$ cat src/sv/deq_pkg.sv
// Shared operation codes and sequencer state type for the bounded deque.
package deq_pkg;

    localparam logic [2:0] FUNC_PUSH_FRONT = 3'd0;
    localparam logic [2:0] FUNC_PUSH_BACK  = 3'd1;
    localparam logic [2:0] FUNC_POP_FRONT  = 3'd2;
    localparam logic [2:0] FUNC_POP_BACK   = 3'd3;
    localparam logic [2:0] FUNC_SEARCH     = 3'd4;

    typedef enum logic [0:0] {
        ST_IDLE,
        ST_SEARCH
    } t_state;

endpackage

$ cat src/sv/deq_ram.sv
// Generic single-write, single-read RAM with registered read data.
module deq_ram #(
    parameter int WIDTH = 32,
    parameter int DEPTH = 16
) (
    input  logic                     i_clk,
    input  logic                     i_we,
    input  logic [$clog2(DEPTH)-1:0] i_waddr,
    input  logic [WIDTH-1:0]         i_wdata,
    input  logic                     i_re,
    input  logic [$clog2(DEPTH)-1:0] i_raddr,
    output logic [WIDTH-1:0]         o_rdata
);

    logic [WIDTH-1:0] r_mem [DEPTH];
    logic [WIDTH-1:0] r_rdata;

    always_ff @(posedge i_clk) begin
        if (i_we) begin
            r_mem[i_waddr] <= i_wdata;
        end
        if (i_re) begin
            r_rdata <= r_mem[i_raddr];
        end
    end

    assign o_rdata = r_rdata;

endmodule

$ cat src/sv/bounded_deque_with_search_unit.sv
// Top level of the bounded double-ended queue with membership search.
//
// A bounded deque of up to DEPTH signed 32-bit values held in one RAM as a
// circular buffer, tracked by a head index and a fill count. Each input
// transfer carries an operation: push front, push back, pop front, pop back
// or search. Every input transfer yields exactly one result transfer with ok
// (push or pop took effect), found (search hit) and count (fill count after
// the operation, low 5 bits). Pushes into a full queue and pops from an empty
// one report ok = 0 and change nothing; unused operation codes do nothing.
// Timing: a push or pop result is registered and presented in the cycle after
// its transfer. A search walks the entries front to back through the
// single RAM read port, one entry per cycle into one shared 32-bit equality
// comparator, and stops at the first hit; its result is registered once the
// hit is compared or, on a miss, once every entry has been compared. The
// input is not ready while a search runs. The store needs no clearing pass
// after reset, since only slots written by a push are ever read. The result
// register lets the next item be taken in the same cycle that the pending
// result is taken.
module bounded_deque_with_search_unit
    import deq_pkg::*;
#(
    parameter int DEPTH = 16
) (
    input  logic        i_clk,
    input  logic        i_rst_n,
    input  logic        i_valid,
    output logic        o_ready,
    input  logic [2:0]  i_func,
    input  logic signed [31:0] i_value,
    output logic        o_valid,
    input  logic        i_ready,
    output logic        o_ok,
    output logic        o_found,
    output logic [4:0]  o_count
);

    localparam int HW = $clog2(DEPTH);      // slot index width
    localparam int CW = $clog2(DEPTH + 1);  // fill count / cursor width
    localparam int SW = CW + 1;             // head + offset sum width

    t_state r_state, n_state;

    logic [HW-1:0] r_head, n_head;
    logic [CW-1:0] r_fill, n_fill;
    logic [CW-1:0] r_cursor, n_cursor;
    logic          r_cmp_pend, n_cmp_pend;
    logic [31:0]   r_key, n_key;

    logic          r_out_valid, n_out_valid;
    logic          r_ok, n_ok;
    logic          r_found, n_found;
    logic [4:0]    r_count, n_count;

    logic          w_in_xfer;
    logic          w_issue;
    logic          w_match;
    logic          w_search_done;
    logic          w_full;
    logic          w_empty;
    logic [CW-1:0] w_offset;
    logic [SW-1:0] w_sum;
    logic [HW-1:0] w_slot;
    logic [HW-1:0] w_head_dec;
    logic [HW-1:0] w_head_inc;
    logic          w_we;
    logic [HW-1:0] w_waddr;
    logic [31:0]   w_rdata;
    logic [31:0]   w_fill_ext;

    assign w_full  = (r_fill == CW'(DEPTH));
    assign w_empty = (r_fill == '0);

    // Shared slot adder: head plus search cursor while searching, else plus fill.
    assign w_offset = (r_state == ST_SEARCH) ? r_cursor : r_fill;
    assign w_sum    = SW'(r_head) + SW'(w_offset);
    always_comb begin
        if (w_sum >= SW'(DEPTH)) begin
            w_slot = HW'(w_sum - SW'(DEPTH));
        end else begin
            w_slot = HW'(w_sum);
        end
    end

    assign w_head_dec = (r_head == '0) ? HW'(DEPTH - 1) : r_head - HW'(1);
    assign w_head_inc = (r_head == HW'(DEPTH - 1)) ? '0 : r_head + HW'(1);

    // Shared comparator on the registered RAM read data.
    assign w_match = (w_rdata == r_key);

    // Sequencer outputs.
    always_comb begin
        o_ready       = 1'b0;
        w_issue       = 1'b0;
        w_search_done = 1'b0;
        unique case (r_state)
            ST_IDLE: begin
                o_ready = !r_out_valid || i_ready;
            end
            ST_SEARCH: begin
                w_issue       = (r_cursor < r_fill);
                w_search_done = (r_cmp_pend && (w_match || !w_issue)) ||
                                (!r_cmp_pend && !w_issue);
            end
            default: begin
                o_ready = 1'b0;
            end
        endcase
    end

    assign w_in_xfer = i_valid && o_ready;

    // Sequencer next state.
    always_comb begin
        n_state = r_state;
        unique case (r_state)
            ST_IDLE: begin
                if (w_in_xfer && (i_func == FUNC_SEARCH)) begin
                    n_state = ST_SEARCH;
                end
            end
            ST_SEARCH: begin
                if (w_search_done) begin
                    n_state = ST_IDLE;
                end
            end
            default: begin
                n_state = ST_IDLE;
            end
        endcase
    end

    // Store write: new front slot or the slot past the back.
    assign w_we    = w_in_xfer && !w_full &&
                     ((i_func == FUNC_PUSH_FRONT) || (i_func == FUNC_PUSH_BACK));
    assign w_waddr = (i_func == FUNC_PUSH_FRONT) ? w_head_dec : w_slot;

    deq_ram #(
        .WIDTH (32),
        .DEPTH (DEPTH)
    ) u_ram (
        .i_clk   (i_clk),
        .i_we    (w_we),
        .i_waddr (w_waddr),
        .i_wdata (i_value),
        .i_re    (w_issue),
        .i_raddr (w_slot),
        .o_rdata (w_rdata)
    );

    // Datapath next values.
    always_comb begin
        n_head      = r_head;
        n_fill      = r_fill;
        n_cursor    = r_cursor;
        n_cmp_pend  = r_cmp_pend;
        n_key       = r_key;
        n_out_valid = r_out_valid;
        n_ok        = r_ok;
        n_found     = r_found;
        n_count     = r_count;

        // Drop the result once it is taken.
        if (r_out_valid && i_ready) begin
            n_out_valid = 1'b0;
        end

        if (w_in_xfer) begin
            n_ok    = 1'b0;
            n_found = 1'b0;
            priority if (i_func == FUNC_SEARCH) begin
                n_cursor   = '0;
                n_cmp_pend = 1'b0;
                n_key      = i_value;
            end else if (i_func == FUNC_PUSH_FRONT) begin
                if (!w_full) begin
                    n_head = w_head_dec;
                    n_fill = r_fill + CW'(1);
                    n_ok   = 1'b1;
                end
            end else if (i_func == FUNC_PUSH_BACK) begin
                if (!w_full) begin
                    n_fill = r_fill + CW'(1);
                    n_ok   = 1'b1;
                end
            end else if (i_func == FUNC_POP_FRONT) begin
                if (!w_empty) begin
                    n_head = w_head_inc;
                    n_fill = r_fill - CW'(1);
                    n_ok   = 1'b1;
                end
            end else if (i_func == FUNC_POP_BACK) begin
                if (!w_empty) begin
                    n_fill = r_fill - CW'(1);
                    n_ok   = 1'b1;
                end
            end else begin
                n_ok = 1'b0;
            end
            if (i_func != FUNC_SEARCH) begin
                n_out_valid = 1'b1;
            end
        end

        if (r_state == ST_SEARCH) begin
            // Advance the cursor; the compare lands in the cycle after the read.
            if (w_issue) begin
                n_cursor = r_cursor + CW'(1);
            end
            n_cmp_pend = w_issue;
            if (w_search_done) begin
                n_ok        = 1'b0;
                n_found     = r_cmp_pend && w_match;
                n_out_valid = 1'b1;
                n_cmp_pend  = 1'b0;
            end
        end

        if (n_out_valid && !(r_out_valid && !i_ready)) begin
            n_count = w_fill_ext[4:0];
        end
    end

    assign w_fill_ext = 32'(n_fill);

    always_ff @(posedge i_clk) begin
        if (!i_rst_n) begin
            r_state     <= ST_IDLE;
            r_head      <= '0;
            r_fill      <= '0;
            r_cursor    <= '0;
            r_cmp_pend  <= 1'b0;
            r_out_valid <= 1'b0;
        end else begin
            r_state     <= n_state;
            r_head      <= n_head;
            r_fill      <= n_fill;
            r_cursor    <= n_cursor;
            r_cmp_pend  <= n_cmp_pend;
            r_out_valid <= n_out_valid;
        end
    end

    always_ff @(posedge i_clk) begin
        r_key   <= n_key;
        r_ok    <= n_ok;
        r_found <= n_found;
        r_count <= n_count;
    end

    assign o_valid = r_out_valid;
    assign o_ok    = r_ok;
    assign o_found = r_found;
    assign o_count = r_count;

endmodule

$ cat config.mk
export PLATFORM = sky130hd
export DESIGN_NAME = bounded_deque_with_search_unit
export DESIGN_NICKNAME = d
export VERILOG_FILES = /design/src/sv/deq_pkg.sv /design/src/sv/deq_ram.sv /design/src/sv/bounded_deque_with_search_unit.sv
export SDC_FILE = /design/constraint.sdc
export NUM_CORES = 1
export LEC_CHECK = 0
export ABC_AREA = 1
export ABC_CLOCK_PERIOD_IN_PS = 6100
export BUFFER_PORTS_ARGS = -buffer_cell sky130_fd_sc_hd__buf_2
export CAP_MARGIN = 20
export CORE_MARGIN = 2
export CORE_UTILIZATION = 55
export DETAILED_ROUTE_END_ITERATION = 10
export GPL_ROUTABILITY_DRIVEN = 1
export GPL_TIMING_DRIVEN = 0
export PLACE_DENSITY = 0.71
export SETUP_SLACK_MARGIN = 0.05
export SLEW_MARGIN = 20
export SYNTH_ARGS = -nofsm -noshare
export SYNTH_HDL_FRONTEND = slang
export SYNTH_HIERARCHICAL = 1
export SYNTH_SLANG_ARGS = --single-unit
$ cat constraint.sdc
create_clock -name i_clk -period 6.1 [get_ports i_clk]
set_input_delay 0.305 -clock i_clk [delete_from_list [all_inputs] [get_ports i_clk]]
set_output_delay 0.305 -clock i_clk [all_outputs]
set_load 0.005 [all_outputs]
==> results.sh, run 1 <==
export IMPL_period_share_pct=62.5
export IMPL_root_buffer="clkbuf_16"
export IMPL_drt_iter0_markers=2229
export IMPL_synth_area_leader_cell="edfxtp_1"
export IMPL_via_per_inst=5.56
export IMPL_synth_nets=2575
export IMPL_cp_required_ns=6.42
export IMPL_hold_slack_ns=0.0632
export IMPL_cts_tree="built"
export IMPL_yosys_top_cells_area="edfxtp_1 (66%), nand2_1 (11%), nand3_1 (7.7%), inv_1 (6.5%), dfxtp_1 (1.4%)"
export IMPL_grt_setup_unrepaired="no"
export IMPL_status="finished, final reports clean"
export IMPL_num_vias=18400
export IMPL_crit_fanout=18
export IMPL_slew_headroom_pct=27.5
export IMPL_fp_dieW_um=223
export IMPL_finalCriticalPeriod_ns=3.81
export IMPL_htree_levels=2
export IMPL_final_hold_violation_count=0
export IMPL_grt_overflow=0
export IMPL_synth_cell_area_um2=26300
export IMPL_p_per_area_nw_per_um2=329
export IMPL_grt_pass1_vias=17800
export IMPL_synth_warning_count=6
export IMPL_core_area_um2=47400
export IMPL_io_buffers=47
export IMPL_die_area_um2=49600
export IMPL_clock_path_buffers=3
export IMPL_irDropWorstVdd_mv=0.191
export IMPL_slew_viol_final=0
export IMPL_drtPass1Iterations=5
export IMPL_fin_skew_ns=0.0144
export IMPL_antenna_found_initial=1
export IMPL_startpoint_type="flop"
export IMPL_hpwlAfterDp_mm=46.0
export IMPL_end_kind="flop"
export IMPL_final_layout_size_suffix_gt1_share_pct=10.2
export IMPL_pin_count=48
export IMPL_p_total_uw=9830
export IMPL_final_area_um2=29900
export IMPL_placed_area_um2=27900
export IMPL_grt_start_max_net_pins=25
export IMPL_drc_errors=0
export IMPL_rrSetupSlack_ns=2.29
export IMPL_diodes=0
export IMPL_die_h_um=223
export IMPL_seq_area_frac_synth_pct=67.8
export IMPL_fillers=3588
export IMPL_hp_class="in -> reg"
export IMPL_leakage_uw=0.0127
export IMPL_crit_arrival_ns=4.13
export IMPL_cts_buffers=60
export IMPL_async_flop_share_pct=0
export IMPL_wl_per_cell_um=21.2
export IMPL_fmax_ghz=0.262
export IMPL_post_cts_buffers=0
export IMPL_ant_nets=0
export IMPL_clock_sinks=600
export IMPL_grt_first_pass_wirelength_mm=105
export IMPL_path_clk_slew_ns=0.06
export IMPL_gp_congestion=0.877
export IMPL_clk_latency_ns=0.63
export IMPL_initial_utilization_pct=55.4
export IMPL_netlist_instances=2522
export IMPL_drv_cap=0
export IMPL_setup_violations=0
export IMPL_worst_pin_slew_ns=1.09
export IMPL_synth_most_common_cell="nand2_1"
export IMPL_grtUsageTotal_pct=28.6
export IMPL_criticalPathCategory="reg -> reg"
export IMPL_final_setup_tns_ns=0
export IMPL_fin_nets=2705
export IMPL_syn2layout_area_growth_pct=13.6
export IMPL_wirelength_mm=70.3
export IMPL_synth_common_cells="nand2_1 (788), edfxtp_1 (581), inv_1 (457)"
export IMPL_rows=80
export IMPL_syn_area_per_cell_um2=10.4
export IMPL_synth_seq_cells=600
export IMPL_yosysTopAreaCellShare_pct=66.4
export IMPL_netlist_cell_type_count=40
export IMPL_ys_flop_type="edfxtp_1"
export IMPL_synth_edf_count=581
-- what timing repair did --
item	in CTS	in global routing
hold endpoints to repair	4	0
resized for setup	0	0
hold buffers	1	0
setup endpoints to repair	0	0
-- cells by family (layout without fill, tap and decap cells) --
kind of cell | Yosys count | in the layout | synth area share, %
adder cells (fa/ha/maj) | 14 | 14 | 0.695
flip-flops | 600 | 600 | 67.8
buffers and inverters | 569 | 746 | 9.31
AND/OR/NAND/NOR | 1273 | 1273 | 20.5
XOR/XNOR | 18 | 18 | 0.628
AO/OA/AOI/OAI | 48 | 48 | 1.06
-- final timing paths --
check / start / depth (start not counted) / end
setup / recovery: r_state / 12 / u_ram/r_mem[15][17]
hold / removal: i_value[20] / 1 / u_ram/r_mem[15][20]
setup reg to reg: r_state / 12 / u_ram/r_mem[15][17]
hold reg to reg: o_ok / 2 / o_ok
-- sequential cells by signal (all words and copies together) (netlist names) --
signal         count
u_ram/o_rdata     32
r_head             4
r_state            1
r_fill             5
o_found            1
o_count            5
o_valid            1
u_ram/r_mem      512
r_key             32
o_ok               1
r_cmp_pend         1
r_cursor           5
-- critical path: stages, from the launching register on --
cell,delay [ns]
dfxtp_1,0.40
buf_2,0.23
nand2_1,0.06
o21ai_0,0.12
ha_1,0.20
inv_1,0.05
fa_1,0.37
xnor2_1,0.37
nand2_1,0.11
nand2_1,0.18
nand3_1,0.37
nor2_4,0.76
buf_16,0.25
-- layer usage --
layer	part of all wire, %	global-route usage (%)
met3	9.7	4.85
met4	4.2	12.7
met2	48	47.5
met1	38	37.2
met5	0	0
-- through the flow --
stage	instances	util, %	setup slack [ns]
2_1_floorplan	2522	-	2.52
3_3_place_gp	3184	57.5	0.646
3_5_place_dp	3204	58.8	2.37
4_1_cts	3314	62.9	2.29
5_1_grt	3314	62.9	2.10
6_report	3314	62.9	2.29
-- cell usage in the layout (no fill, tap or decap), drive strengths merged --
cell type / netlist / layout
nand4: 1 / 1
nor2: 61 / 61
edfxtp: 581 / 581
buf: 92 / 159
bufinv: 0 / 6
clkbuf: 14 / 91
xnor2: 10 / 10
o2111ai: 1 / 1
a21oi: 19 / 19
inv: 463 / 465
nor3: 4 / 4
and3: 1 / 1
and2: 1 / 1
a21boi: 1 / 1
o21ai: 22 / 22
nand3: 407 / 407
clkinv: 0 / 24
nand2: 792 / 792
ha: 13 / 13
o22ai: 1 / 1
xor2: 8 / 8
fa: 1 / 1
nand3b: 2 / 2
a211oi: 1 / 1
o211ai: 3 / 3
dfxtp: 19 / 19
or2: 4 / 4
dlygate4sd3: 0 / 1
-- report_power, final --
group	switching [uW]	total [uW]	internal, uW
Sequential	18.8	4610	4600
Clock	1530	3660	2140
Combinational	1110	1550	443
Total	2650	9830	7180
-- layout make-up --
class                   count  area (um2)  area share (%)
repair buffers             68         731            2.45
well taps                 615         769            2.58
inverters                 463        1740            5.83
plain buffers             106         707            2.37
multi-input cells        1353        6130            20.5
clock buffers              77        1640            5.48
clock inverters            32         318            1.06
flip-flops and latches    600       17800            59.7
Note: power is estimated with default switching activity, not from simulation.
==> run 2, diff against run 1 <==
- ABC_CLOCK_PERIOD_IN_PS: 6100 -> 3100
- PLACE_DENSITY: 0.71 -> 0.74
- clock period: 6.1 -> 3.1 ns (I/O delays scaled with it)
==> run 2 against run 1 <==
  * Via count is 2.8% higher
  * Critical endpoint is now u_ram/r_mem[0][9]
  * Critical path type unchanged
  * Die area stayed put
  * Largest power group unchanged
  * Register-to-register slack lost 2.2 ns
  * Global-route usage grew 0.55 points
  * Clock skew rose by 0.0050 ns
  * Sequential power up 97%
==> results.sh, run 2 (synthesis gave the netlist of run 1 again) <==
export IMPL_initial_utilization_pct=55.4
export IMPL_p_per_area_nw_per_um2=632
export IMPL_grt_start_max_net_pins=24
export IMPL_syn2layout_area_growth_pct=16.7
export IMPL_setup_violations=0
export IMPL_cp_required_ns=3.45
export IMPL_mostFrequentLayoutCell="nand2_1"
export IMPL_drc_errors=0
export IMPL_core_area_um2=47400
export IMPL_root_buffer="clkbuf_16"
export IMPL_finalCriticalPeriod_ns=2.98
export IMPL_largest_reg_flops=512
export IMPL_period_share_pct=96.2
export IMPL_path_clk_slew_ns=0.06
export IMPL_reg2regPathDepth=13
export IMPL_timing_critical_path_from="r_state"
export IMPL_finalNonFillerCells=3374
export IMPL_cpPeakStageDelay_ns=0.35
export IMPL_htree_levels=2
export IMPL_final_layout_size_suffix_gt1_share_pct=12.1
export IMPL_fin_skew_ns=0.0194
export IMPL_endpoint="u_ram/r_mem[0][9]"
export IMPL_layout_common_cells="nand2_1 (782), edfxtp_1 (581), inv_1 (455), nand3_1 (403), buf_2 (93)"
export IMPL_die_area_um2=49600
export IMPL_clock_path_buffers=3
export IMPL_drtPass1Iterations=6
export IMPL_crit_slowest_cell="dfxtp_2"
export IMPL_grt_pass1_vias=18500
export IMPL_clk_latency_ns=0.64
export IMPL_worst_r2r_startpoint="r_state"
export IMPL_final_hold_violation_count=0
export IMPL_slew_viol_final=0
export IMPL_diodes=0
export IMPL_leakage_uw=0.0131
export IMPL_regMostFlops="u_ram/r_mem"
export IMPL_hp_class="in -> reg"
export IMPL_hpwlAfterDp_mm=45.6
export IMPL_fin_nets=2765
export IMPL_io_buffers=47
export IMPL_rrSetupSlack_ns=0.12
export IMPL_fmax_ghz=0.335
export IMPL_grt_setup_unrepaired="no"
export IMPL_criticalPathCategory="reg -> reg"
export IMPL_via_per_inst=5.61
export IMPL_antenna_found_initial=0
export IMPL_crit_arrival_ns=3.33
export IMPL_wirelength_mm=72.4
export IMPL_gp_congestion=0.891
export IMPL_r2r_end="u_ram/r_mem[0][9]"
export IMPL_status="finished, final reports clean"
export IMPL_crit_fanout=12
export IMPL_drv_cap=0
export IMPL_grtUsageTotal_pct=29.1
export IMPL_fp_dieW_um=223
export IMPL_die_h_um=223
export IMPL_grt_overflow=0
export IMPL_irDropWorstVdd_mv=0.482
export IMPL_cts_buffers=60
export IMPL_grt_first_pass_wirelength_mm=107
export IMPL_worstPathCellList="buf_6 -> o21ai_0 -> ha_1 -> a21oi_1 -> o21ai_1 -> xor2_1 -> nand2_1 -> nand2_1 -> nor2_2 -> nand2_2 -> nor2_4 -> buf_16 -> buf_16"
export IMPL_startpoint_type="flop"
export IMPL_wl_per_cell_um=21.5
export IMPL_cts_tree="built"
export IMPL_p_total_uw=19400
export IMPL_clock_sinks=600
export IMPL_hold_depth=5
export IMPL_ant_nets=0
export IMPL_num_vias=18900
export IMPL_placed_cells=3206
export IMPL_end_kind="flop"
export IMPL_slew_headroom_pct=48.3
export IMPL_drt_iter0_markers=2518
export IMPL_rows=80
export IMPL_worst_pin_slew_ns=0.774
export IMPL_pin_count=48
[run 2: changes by cell type in the layout (fill, tap and decap cells not counted), sizes merged]
| cell | previous run | this run |
|---|---|---|
| dlygate4sd3 | 1 | 35 |
| buf | 159 | 177 |
| clkinv | 24 | 26 |
| clkinvlp | 0 | 2 |
| inv | 465 | 467 |
| clkdlybuf4s15 | 0 | 1 |
| clkdlybuf4s18 | 0 | 1 |
[run 2: per-layer routing]
metal  global-route usage, %  share of wire, %  vias up
met5                       0                 0        -
met4                    16.5               5.9        0
met3                    5.81                11      285
met2                    47.7                47     1180
met1                    36.4                36     8930
li1                        -                 -     8532
[run 2: repair_timing]
item,4_1_cts,5_1_grt
setup buffers,16,8
pin swaps,15,7
hold buffers,35,0
endpoints found under the setup margin,542,518
hold endpoints to repair,555,0
gates resized for setup,35,28
[run 2: through the flow]
stage / area (um2) / TNS [ns] / utilization [%] / setup WS, ns / hold slack, ns
after global routing: 30700 / 0 / 64.7 / 0.0464 / 0.0293
after global placement: 27300 / -750.58 / 57.6 / -2.36 / 0.450
after CTS: 30500 / 0 / 64.3 / 0.0891 / 0.00695
after floorplan: 26300 / -83.31 / - / -0.467 / 0.253
final: 30700 / 0 / 64.7 / 0.117 / 0.0286
after detailed placement: 27900 / -191.63 / 58.9 / -0.615 / 0.465
[run 2: worst min path at each step]
stage                     startpoint        end  slack, ns
after floorplan              i_rst_n    o_valid       0.25
after global placement          o_ok       o_ok       0.45
after detailed placement        o_ok       o_ok       0.47
after CTS                  i_func[2]  r_head[3]      0.007
after global routing       i_func[2]  r_head[3]       0.03
final                      i_func[0]       o_ok       0.03
[run 2: area by class of cell]
cell class | instances | area (um2)
plain buffers | 106 | 767
fillers | 3383 | 16800
flip-flops and latches | 600 | 17800
clock inverters | 38 | 360
clock buffers | 71 | 1540
multi-input cells | 1353 | 6190
inverters | 463 | 1740
repair buffers | 128 | 1480
well taps | 615 | 769
[run 2: report_power, final]
| group | switching (uW) | internal [uW] | leakage, uW |
|---|---|---|---|
| combinational | 2240 | 943 | 0.00677 |
| clock | 3090 | 4040 | 0.000923 |
| sequential | 39.0 | 9040 | 0.00539 |
[run 2: worst max-delay path: cells and delay by family, from the launching register on]
| family | cells | cell delay, ns |
|---|---|---|
| and+or+nand+nor | 5 | 0.82 |
| buffers and inverters | 3 | 0.51 |
| AOI/OAI and AO/OA | 3 | 0.48 |
| DFF | 1 | 0.35 |
| adders and majority gates | 1 | 0.33 |
| xor gates and xnor gates | 1 | 0.18 |
